<file path="config.mk">
export PLATFORM = sky130hd
export DESIGN_NAME = text_console_cursor_renderer
export DESIGN_NICKNAME = d
export VERILOG_FILES = /design/src/hdl/tccr_pkg.sv /design/src/hdl/tccr_ctrl.sv /design/src/hdl/tccr_datapath.sv /design/src/hdl/text_console_cursor_renderer.sv
export VERILOG_INCLUDE_DIRS = /design/src /design/src/hdl
export SDC_FILE = /design/constraint.sdc
export NUM_CORES = 1
export LEC_CHECK = 0
export BUFFER_PORTS_ARGS = -buffer_cell sky130_fd_sc_hd__buf_4
export CORE_UTILIZATION = 45
export CTS_BUF_LIST = sky130_fd_sc_hd__clkbuf_2
export CTS_CLUSTER_DIAMETER = 50
export CTS_CLUSTER_SIZE = 30
export DETAILED_ROUTE_END_ITERATION = 6
export SETUP_SLACK_MARGIN = 0.5
export SYNTH_ARGS = -nofsm -noshare
export SYNTH_HDL_FRONTEND = slang
export SYNTH_HIERARCHICAL = 1
export SYNTH_SLANG_ARGS = --single-unit
</file>
<file path="constraint.sdc">
create_clock -name clk -period 18.4 [get_ports clk]
set_input_delay 0 -clock clk [delete_from_list [all_inputs] [get_ports clk]]
set_output_delay 0 -clock clk [all_outputs]
set_load 0.05 [all_outputs]
</file>
<file path="src/hdl/text_console_cursor_renderer_defines.svh">
// assertion macros used by the console cursor sequencer
`ifndef TEXT_CONSOLE_CURSOR_RENDERER_DEFINES_SVH
`define TEXT_CONSOLE_CURSOR_RENDERER_DEFINES_SVH

// condition holds in the same cycle as the trigger
`define TCCR_ASSERT_SAME(label, clk, rst_n, trig, cond) \
    label: assert property (@(posedge clk) disable iff (!rst_n) (trig) |-> (cond)) \
        else $error("tccr assertion failed");

// condition holds in the cycle after the trigger
`define TCCR_ASSERT_NEXT(label, clk, rst_n, trig, cond) \
    label: assert property (@(posedge clk) disable iff (!rst_n) (trig) |=> (cond)) \
        else $error("tccr assertion failed");

`endif

</file>
<file path="src/hdl/tccr_pkg.sv">
package tccr_pkg;

    // field widths
    localparam int COL_W     = 8;
    localparam int ROW_W     = 7;
    localparam int CODE_W    = 8;
    localparam int COLOR_W   = 32;
    localparam int ADDR_W    = 48;
    localparam int PITCH_W   = 20;
    localparam int CW_W      = 6;
    localparam int COLS_W    = 9;
    localparam int ROWS_W    = 8;
    localparam int CFG_IDX_W = 3;
    localparam int CFG_W     = 48;

    // screen limits and tab stop (tab stop is a power of two)
    localparam int MAX_COLUMNS = 256;
    localparam int MAX_ROWS    = 128;
    localparam int TAB_STOP    = 8;
    localparam int MAX_RESULTS = 8;
    localparam int TAB_RAW_W   = $clog2(TAB_STOP + 1);
    localparam int CNT_W       = $clog2(MAX_RESULTS + 1);

    // character codes
    localparam logic [CODE_W-1:0] CODE_BACKSPACE = 8'd8;
    localparam logic [CODE_W-1:0] CODE_TAB       = 8'd9;
    localparam logic [CODE_W-1:0] CODE_NEWLINE   = 8'd10;
    localparam logic [CODE_W-1:0] BLANK_GLYPH    = 8'd32;

    // configuration register indexes
    localparam logic [CFG_IDX_W-1:0] REG_FB_BASE    = 3'd0;
    localparam logic [CFG_IDX_W-1:0] REG_ROW_PITCH  = 3'd1;
    localparam logic [CFG_IDX_W-1:0] REG_CHAR_WIDTH = 3'd2;
    localparam logic [CFG_IDX_W-1:0] REG_COLUMNS    = 3'd3;
    localparam logic [CFG_IDX_W-1:0] REG_ROWS       = 3'd4;

    // register reset values
    localparam logic [PITCH_W-1:0] PITCH_RESET = 20'd10240;
    localparam logic [CW_W-1:0]    CW_RESET    = 6'd8;
    localparam logic [COLS_W-1:0]  COLS_RESET  = 9'd80;
    localparam logic [ROWS_W-1:0]  ROWS_RESET  = 8'd25;

    typedef struct packed {
        logic [COL_W-1:0] col;
        logic [ROW_W-1:0] row;
    } cursor_t;

    // controller to datapath
    typedef struct packed {
        logic load;
        logic decode;
        logic mult;
        logic add;
    } tccr_cmd_t;

    // datapath to controller
    typedef struct packed {
        logic is_newline;
        logic more;
    } tccr_status_t;

    // column past the end goes to the next row, row past the end to row 0
    function automatic cursor_t wrap_cursor(input logic [COLS_W-1:0] col_in,
                                            input logic [ROW_W-1:0] row_in,
                                            input logic [COLS_W-1:0] eff_cols,
                                            input logic [ROWS_W-1:0] eff_rows);
        logic [COLS_W-1:0] col_w;
        logic [ROWS_W-1:0] row_w;
        cursor_t           res;
        col_w = col_in;
        row_w = {1'b0, row_in};
        if (col_w >= eff_cols)
        begin
            row_w = row_w + 1'b1;
            col_w = '0;
        end
        if (row_w >= eff_rows)
        begin
            row_w = '0;
        end
        res.col = col_w[COL_W-1:0];
        res.row = row_w[ROW_W-1:0];
        return res;
    endfunction

endpackage

</file>
<file path="src/hdl/tccr_ctrl.sv">
`include "text_console_cursor_renderer_defines.svh"

module tccr_ctrl
    import tccr_pkg::*;
(
    input  logic         clk,
    input  logic         rst_n,
    input  logic         in_valid,
    input  logic         out_ready,
    input  tccr_status_t status,
    output tccr_cmd_t    cmd,
    output logic         in_ready,
    output logic         out_valid
);

    typedef enum logic [2:0] {
        ST_IDLE,
        ST_DECODE,
        ST_MULT,
        ST_ADD,
        ST_OUT
    } state_t;

    state_t state_reg;
    logic   in_ready_reg;
    logic   out_valid_reg;

    // commands follow the state
    assign cmd.load   = (state_reg == ST_IDLE) && in_valid;
    assign cmd.decode = (state_reg == ST_DECODE);
    assign cmd.mult   = (state_reg == ST_MULT);
    assign cmd.add    = (state_reg == ST_ADD);

    assign in_ready  = in_ready_reg;
    assign out_valid = out_valid_reg;

    // sequencer: decode, then multiply / add / present per draw command; a newline returns to idle after decode
    always_ff @(posedge clk or negedge rst_n)
    begin
        if (!rst_n)
        begin
            state_reg     <= ST_IDLE;
            in_ready_reg  <= 1'b1;
            out_valid_reg <= 1'b0;
        end
        else
        begin
            unique case (state_reg)
                ST_IDLE:
                begin
                    if (in_valid)
                    begin
                        in_ready_reg <= 1'b0;
                        state_reg    <= ST_DECODE;
                    end
                end
                ST_DECODE:
                begin
                    if (status.is_newline)
                    begin
                        in_ready_reg <= 1'b1;
                        state_reg    <= ST_IDLE;
                    end
                    else
                    begin
                        state_reg <= ST_MULT;
                    end
                end
                ST_MULT:
                begin
                    state_reg <= ST_ADD;
                end
                ST_ADD:
                begin
                    out_valid_reg <= 1'b1;
                    state_reg     <= ST_OUT;
                end
                ST_OUT:
                begin
                    if (out_ready)
                    begin
                        out_valid_reg <= 1'b0;
                        if (status.more)
                        begin
                            state_reg <= ST_MULT;
                        end
                        else
                        begin
                            in_ready_reg <= 1'b1;
                            state_reg    <= ST_IDLE;
                        end
                    end
                end
                default:
                begin
                    in_ready_reg  <= 1'b1;
                    out_valid_reg <= 1'b0;
                    state_reg     <= ST_IDLE;
                end
            endcase
        end
    end

    // one side of the block open at a time
    `TCCR_ASSERT_SAME(a_no_overlap, clk, rst_n, in_ready_reg, !out_valid_reg)
    // an accepted request closes the input
    `TCCR_ASSERT_NEXT(a_accept_closes, clk, rst_n, in_valid && in_ready_reg, !in_ready_reg)
    // a computed address is presented next cycle
    `TCCR_ASSERT_NEXT(a_add_presents, clk, rst_n, cmd.add, out_valid_reg)
    // final command taken reopens the input
    `TCCR_ASSERT_NEXT(a_done_reopens, clk, rst_n,
                      out_valid_reg && out_ready && !status.more, in_ready_reg)

endmodule

</file>
<file path="src/hdl/tccr_datapath.sv">
module tccr_datapath
    import tccr_pkg::*;
(
    input  logic                 clk,
    input  logic                 rst_n,
    input  logic                 cfg_we,
    input  logic [CFG_IDX_W-1:0] cfg_index,
    input  logic [CFG_W-1:0]     cfg_data,
    input  logic [CODE_W-1:0]    char_code,
    input  logic [COLOR_W-1:0]   fg_color,
    input  logic [COLOR_W-1:0]   bg_color,
    input  tccr_cmd_t            cmd,
    output tccr_status_t         status,
    output logic [CODE_W-1:0]    glyph_code,
    output logic [COL_W-1:0]     cell_column,
    output logic [ROW_W-1:0]     cell_row,
    output logic [ADDR_W-1:0]    pixel_address,
    output logic [COLOR_W-1:0]   draw_fg,
    output logic [COLOR_W-1:0]   draw_bg,
    output logic                 last
);

    localparam int RP_W = ROW_W + PITCH_W;
    localparam int CP_W = COL_W + CW_W;
    localparam logic [TAB_RAW_W-1:0] TAB_MASK = TAB_RAW_W'(TAB_STOP - 1);

    logic [ADDR_W-1:0]  fb_base_reg;
    logic [PITCH_W-1:0] row_pitch_reg;
    logic [CW_W-1:0]    char_width_reg;
    logic [COLS_W-1:0]  columns_reg;
    logic [ROWS_W-1:0]  rows_reg;

    logic [COL_W-1:0]   col_reg;
    logic [ROW_W-1:0]   row_reg;
    logic [CNT_W-1:0]   remaining_reg;

    logic [CODE_W-1:0]  char_reg;
    logic [COLOR_W-1:0] fg_reg;
    logic [COLOR_W-1:0] bg_reg;
    logic [RP_W-1:0]    rp_prod_reg;
    logic [CP_W-1:0]    cp_prod_reg;

    logic [CODE_W-1:0]  glyph_reg;
    logic [COL_W-1:0]   out_col_reg;
    logic [ROW_W-1:0]   out_row_reg;
    logic [ADDR_W-1:0]  addr_reg;
    logic [COLOR_W-1:0] out_fg_reg;
    logic [COLOR_W-1:0] out_bg_reg;
    logic               last_reg;

    logic [COLS_W-1:0]    eff_cols;
    logic [ROWS_W-1:0]    eff_rows;
    logic                 is_newline;
    logic                 is_back;
    logic                 is_tab;
    logic [TAB_RAW_W-1:0] tab_raw;
    logic [CNT_W-1:0]     tab_count;
    logic [COLS_W-1:0]    adv_col;
    cursor_t              nl_cursor;
    cursor_t              adv_cursor;

    // clamp the screen size to what the cursor can address
    always_comb
    begin
        if (columns_reg == '0)
            eff_cols = COLS_W'(1);
        else if (columns_reg > COLS_W'(MAX_COLUMNS))
            eff_cols = COLS_W'(MAX_COLUMNS);
        else
            eff_cols = columns_reg;
        if (rows_reg == '0)
            eff_rows = ROWS_W'(1);
        else if (rows_reg > ROWS_W'(MAX_ROWS))
            eff_rows = ROWS_W'(MAX_ROWS);
        else
            eff_rows = rows_reg;
    end

    // character class
    assign is_newline = (char_reg == CODE_NEWLINE);
    assign is_back    = (char_reg == CODE_BACKSPACE);
    assign is_tab     = (char_reg == CODE_TAB);

    // blanks up to the next tab stop, capped at the result limit
    always_comb
    begin
        tab_raw = TAB_RAW_W'(TAB_STOP) - (TAB_RAW_W'(col_reg) & TAB_MASK);
        if (tab_raw > TAB_RAW_W'(MAX_RESULTS))
            tab_count = CNT_W'(MAX_RESULTS);
        else
            tab_count = CNT_W'(tab_raw);
    end

    // cursor moves
    assign nl_cursor  = wrap_cursor(eff_cols, row_reg, eff_cols, eff_rows);
    assign adv_col    = is_back ? {1'b0, col_reg} : ({1'b0, col_reg} + 1'b1);
    assign adv_cursor = wrap_cursor(adv_col, row_reg, eff_cols, eff_rows);

    assign status.is_newline = is_newline;
    assign status.more       = (remaining_reg != '0);

    // configuration registers
    always_ff @(posedge clk or negedge rst_n)
    begin
        if (!rst_n)
        begin
            fb_base_reg    <= '0;
            row_pitch_reg  <= PITCH_RESET;
            char_width_reg <= CW_RESET;
            columns_reg    <= COLS_RESET;
            rows_reg       <= ROWS_RESET;
        end
        else if (cfg_we)
        begin
            unique case (cfg_index)
                REG_FB_BASE:    fb_base_reg    <= cfg_data[ADDR_W-1:0];
                REG_ROW_PITCH:  row_pitch_reg  <= cfg_data[PITCH_W-1:0];
                REG_CHAR_WIDTH: char_width_reg <= cfg_data[CW_W-1:0];
                REG_COLUMNS:    columns_reg    <= cfg_data[COLS_W-1:0];
                REG_ROWS:       rows_reg       <= cfg_data[ROWS_W-1:0];
                default:        ;
            endcase
        end
    end

    // cursor and draw count
    always_ff @(posedge clk or negedge rst_n)
    begin
        if (!rst_n)
        begin
            col_reg       <= '0;
            row_reg       <= '0;
            remaining_reg <= '0;
        end
        else if (cmd.decode)
        begin
            remaining_reg <= is_tab ? tab_count : CNT_W'(1);
            if (is_newline)
            begin
                col_reg <= nl_cursor.col;
                row_reg <= nl_cursor.row;
            end
            else if (is_back)
            begin
                // step back, wrapping to the last column and row
                if (col_reg == '0)
                begin
                    col_reg <= COL_W'(eff_cols - 1'b1);
                    if (row_reg == '0)
                        row_reg <= ROW_W'(eff_rows - 1'b1);
                    else
                        row_reg <= row_reg - 1'b1;
                end
                else
                begin
                    col_reg <= col_reg - 1'b1;
                end
            end
        end
        else if (cmd.add)
        begin
            col_reg       <= adv_cursor.col;
            row_reg       <= adv_cursor.row;
            remaining_reg <= remaining_reg - 1'b1;
        end
    end

    // request capture and address products
    always_ff @(posedge clk)
    begin
        if (cmd.load)
        begin
            char_reg <= char_code;
            fg_reg   <= fg_color;
            bg_reg   <= bg_color;
        end
        if (cmd.mult)
        begin
            rp_prod_reg <= RP_W'(row_reg) * RP_W'(row_pitch_reg);
            cp_prod_reg <= CP_W'(col_reg) * CP_W'(char_width_reg);
        end
    end

    // draw command output register
    always_ff @(posedge clk)
    begin
        if (cmd.add)
        begin
            glyph_reg   <= (is_back || is_tab) ? BLANK_GLYPH : char_reg;
            out_col_reg <= col_reg;
            out_row_reg <= row_reg;
            addr_reg    <= fb_base_reg + ADDR_W'(rp_prod_reg) + ADDR_W'(cp_prod_reg);
            out_fg_reg  <= fg_reg;
            out_bg_reg  <= bg_reg;
            last_reg    <= (remaining_reg == CNT_W'(1));
        end
    end

    assign glyph_code    = glyph_reg;
    assign cell_column   = out_col_reg;
    assign cell_row      = out_row_reg;
    assign pixel_address = addr_reg;
    assign draw_fg       = out_fg_reg;
    assign draw_bg       = out_bg_reg;
    assign last          = last_reg;

endmodule

</file>
<file path="src/hdl/text_console_cursor_renderer.sv">
// a printable byte or backspace passes decode, multiply and add, then is drawn
// each further tab blank passes multiply and add again once the previous one is taken
// newline draws nothing and the input reopens after the decode state
// the sequencer takes one request at a time; the output state waits for out_ready
// reset: async, clears the cursor to 0,0 and loads the register defaults
module text_console_cursor_renderer
    import tccr_pkg::*;
(
    input  logic                 clk,
    input  logic                 rst_n,
    input  logic                 cfg_we,
    input  logic [CFG_IDX_W-1:0] cfg_index,
    input  logic [CFG_W-1:0]     cfg_data,
    input  logic                 in_valid,
    output logic                 in_ready,
    input  logic [CODE_W-1:0]    char_code,
    input  logic [COLOR_W-1:0]   fg_color,
    input  logic [COLOR_W-1:0]   bg_color,
    output logic                 out_valid,
    input  logic                 out_ready,
    output logic [CODE_W-1:0]    glyph_code,
    output logic [COL_W-1:0]     cell_column,
    output logic [ROW_W-1:0]     cell_row,
    output logic [ADDR_W-1:0]    pixel_address,
    output logic [COLOR_W-1:0]   draw_fg,
    output logic [COLOR_W-1:0]   draw_bg,
    output logic                 last
);

    tccr_cmd_t    cmd;
    tccr_status_t status;

    // sequencer
    tccr_ctrl u_ctrl (
        .clk       (clk),
        .rst_n     (rst_n),
        .in_valid  (in_valid),
        .out_ready (out_ready),
        .status    (status),
        .cmd       (cmd),
        .in_ready  (in_ready),
        .out_valid (out_valid)
    );

    // cursor, registers and address arithmetic
    tccr_datapath u_datapath (
        .clk           (clk),
        .rst_n         (rst_n),
        .cfg_we        (cfg_we),
        .cfg_index     (cfg_index),
        .cfg_data      (cfg_data),
        .char_code     (char_code),
        .fg_color      (fg_color),
        .bg_color      (bg_color),
        .cmd           (cmd),
        .status        (status),
        .glyph_code    (glyph_code),
        .cell_column   (cell_column),
        .cell_row      (cell_row),
        .pixel_address (pixel_address),
        .draw_fg       (draw_fg),
        .draw_bg       (draw_bg),
        .last          (last)
    );

endmodule
</file>
==> results.md <==
- Post_cts resized: 0
- Initial antenna violation count: 4
- Status: complete, no violations
- Post-DP Area: 24580 um2
- Dpl cells: 2677
- Htree depth: 2
- I/O Buffers: 265
- Die Y: 222.7 um
- Final min period: 5.660 ns
- Hold_sp: fg_color[25]
- EDFF count, synth: 249
- Asr flop ratio synth: 31.59%
- Core area: 47950 um2
- Net Count, Synth: 2240
- Cell Pwr Density: 199.3 nW/um2
- Overall Global Routing Usage: 23.68%
- FP Rows: 80
- Finish-stage setup viols: 0
- Worst reg2reg path endpoint: u_datapath/rp_prod_reg[25]$_DFFE_PP_
- Maxcap violations: 0
- Setup TNS: 0 ns
- Post-DP HPWL: 39.28 mm
- Synth cell types: 83
- Worst Hold End: u_datapath/fg_reg[25]$_DFFE_PP_
- Crit. End Element: flip-flop
- Vias in the first global route: 16.79k
- Nets: 2821
- Post-Layout Cell Count: 3080
- Initial core utilization: 45.73%
- Register bit total from synthesis: 364
- Final Cycle Share: 30.76%
- Grt total ovfl: 0
- Final hold vios: 0
- Worst r2r path cells: 19
- Worst-path clk slew: 0.31 ns
- Worst VDD drop: 0.1552 mV
- Antenna Violating Nets Remaining: 0
- Total power draw: 5.660 mW
- Ys flop type: edfxtp_1
- Netlist Area Pre-Place: 21920 um2
- Wirelength per Cell: 18.62 um
- Leakage power: 12.39 nW
- Number of CTS-inserted buffers: 46
- CTS tree: yes
- Slew Limit Headroom: 28.54%
- CTS sink cnt: 364
- Yosys warning total: 6
- Hold depth: 3
- Worst-path fanout max: 26
- Io pins: 266
- Hold Path Class: in -> reg
- Pre-antenna DRT Iters: 5
- Area grow syn2layout: 29.52%
- Routed WL: 57.34 mm
- Via count: 16.02k
- Crit path required time: 19.20 ns
- Avg Vias per Cell: 5.202
- Clock Skew: 0.1542 ns
- Sequential element share of the synthesized area: 47.28%
- Cells after synthesis: 1842
- R2R setup slack: 12.74 ns
- Final instance area: 28400 um2
- Root buf cell: clkbuf_2
- Clock Latency Late Sink: 1.13 ns
- Most frequent cells in the layout: 312 x dlygate4sd3_1, 283 x buf_4, 249 x edfxtp_1, 200 x inv_1, 185 x nand2_1
- RSZ-0062 raised after global routing: false
- Share of layout cells above drive strength 1: 20.36%
- Die width: 222.7 um
- Fillers: 3887
- GPL Wtd Cong: 0.9087
- Commonest non-fill, non-tap cell in the layout: dlygate4sd3_1
- Startpoint Class: flip-flop
- DRC: 0
- Critical path arrival: 6.46 ns
- Pins Over Slew Limit: 0
- First-pass GRT wire length: 91.62 mm
- Worst-Margin Slew: 1.072 ns
- Avg Cell Area, Syn: 11.90 um2
- Post-layout util: 59.22%
- Largest net degree at the start of global routing: 80
- Achievable clock frequency: 0.1767 GHz
- Initial DRC count: 1128
- Setup CP Type: reg -> reg
- Max Root-Sink Buffers: 3
- Die area: 49610 um2
- Reg-to-reg startpoint: u_datapath/row_reg[6]$_DFFE_PN0P_
- Worst Setup SP: u_datapath/row_reg[6]$_DFFE_PN0P_
-- metal layers --
layer,part of all wire (%),global-route usage (%),up-vias
met3,5.7,4.205,104
met1,42,30.39,7933
met4,3.2,8.788,2
li1,-,-,7548
met5,0.023,0,-
met2,49,39.99,434
-- cell families after synthesis --
logic type,count (synthesis),share of synthesized area (%)
adders and majority gates,270,19.83
muxes,99,5.056
buffers and inverters,266,4.748
DFF,364,47.28
AOI/OAI and AO/OA,266,8.104
and+or+nand+nor,483,11.23
xor gates and xnor gates,94,3.755
-- power breakdown --
part | leakage, nW | switching (mW) | total (mW) | internal, mW
registers | 3.68 | 0.207 | 1.54 | 1.33
clock network | 0.397 | 0.371 | 0.506 | 0.135
logic | 8.31 | 2.18 | 3.61 | 1.43
total | 12.4 | 2.76 | 5.66 | 2.90
-- critical path, stage by stage (launching register included) --
cell,delay [ns]
dfrtp_1,0.45
buf_4,0.22
and2_1,0.20
fa_1,0.53
inv_1,0.05
fa_1,0.53
inv_1,0.05
fa_1,0.53
inv_1,0.05
fa_1,0.52
inv_1,0.04
ha_1,0.37
a21oi_1,0.16
o21ai_0,0.14
or3_1,0.36
o2111ai_1,0.33
a31oi_1,0.21
a211o_1,0.31
a21oi_1,0.17
xnor2_1,0.08
-- through the flow --
stage | hold WS, ns | worst slack [ns]
after detailed placement | 0.1202 | 12.92
after floorplan | -0.2956 | 11.18
after global placement | 0.09904 | 13.01
final | 0.1512 | 12.74
after CTS | 0.003776 | 12.73
after global routing | 0.05344 | 12.25
-- synthesized netlist by cell type (9+ instances only) --
library cell | instances | area (um2)
o211ai_1 | 10 | 75.07
nand3_1 | 26 | 130.1
nor2_1 | 65 | 244.0
xnor2_1 | 60 | 525.5
dfstp_2 | 9 | 236.5
and3_1 | 13 | 81.33
ha_1 | 141 | 1764
nand2b_1 | 13 | 81.33
edfxtp_1 | 249 | 7477
inv_1 | 200 | 750.7
dfrtp_1 | 106 | 2653
nand2_1 | 185 | 694.4
a21oi_1 | 87 | 435.4
xor2_1 | 34 | 297.8
mux2_2 | 93 | 1047
nor4_1 | 11 | 68.82
nor3_1 | 22 | 110.1
nor2b_1 | 15 | 93.84
nand4_1 | 10 | 62.56
a21o_1 | 26 | 195.2
clkbuf_1 | 47 | 176.4
and2_1 | 80 | 500.5
o21bai_1 | 10 | 75.07
fa_1 | 129 | 2582
o21ai_0 | 41 | 205.2
-- how the worst max path moves through the flow --
stage,to,depth (start not counted),slack [ns]
floorplan,u_datapath/row_reg[2]$_DFFE_PN0P_,8,11.18
CTS,u_datapath/rp_prod_reg[25]$_DFFE_PP_,19,12.73
finish,u_datapath/rp_prod_reg[25]$_DFFE_PP_,19,12.74
detailed placement,u_datapath/row_reg[0]$_DFFE_PN0P_,20,12.92
global route,u_datapath/row_reg[5]$_DFFE_PN0P_,20,12.25
global placement,u_datapath/row_reg[4]$_DFFE_PN0P_,20,13.01
-- final cells by class --
cell class,instances,area (um2),share of cell area [%]
diodes,4,10.01,0.03525
clock buffers,48,240.2,0.8460
clock inverters,38,417.9,1.472
inverters,203,762.0,2.683
multi-input cells,1212,10560,37.17
flip-flops and latches,364,10370,36.51
well taps,615,769.5,2.710
repair buffers,596,5275,18.58
-- repair_timing --
action | in CTS | in global routing
setup buffers | 0 | 0
endpoints found under the setup margin | 0 | 0
hold buffers | 313 | 0
hold endpoints to repair | 348 | 0
Power figures use the tool's default switching activity.
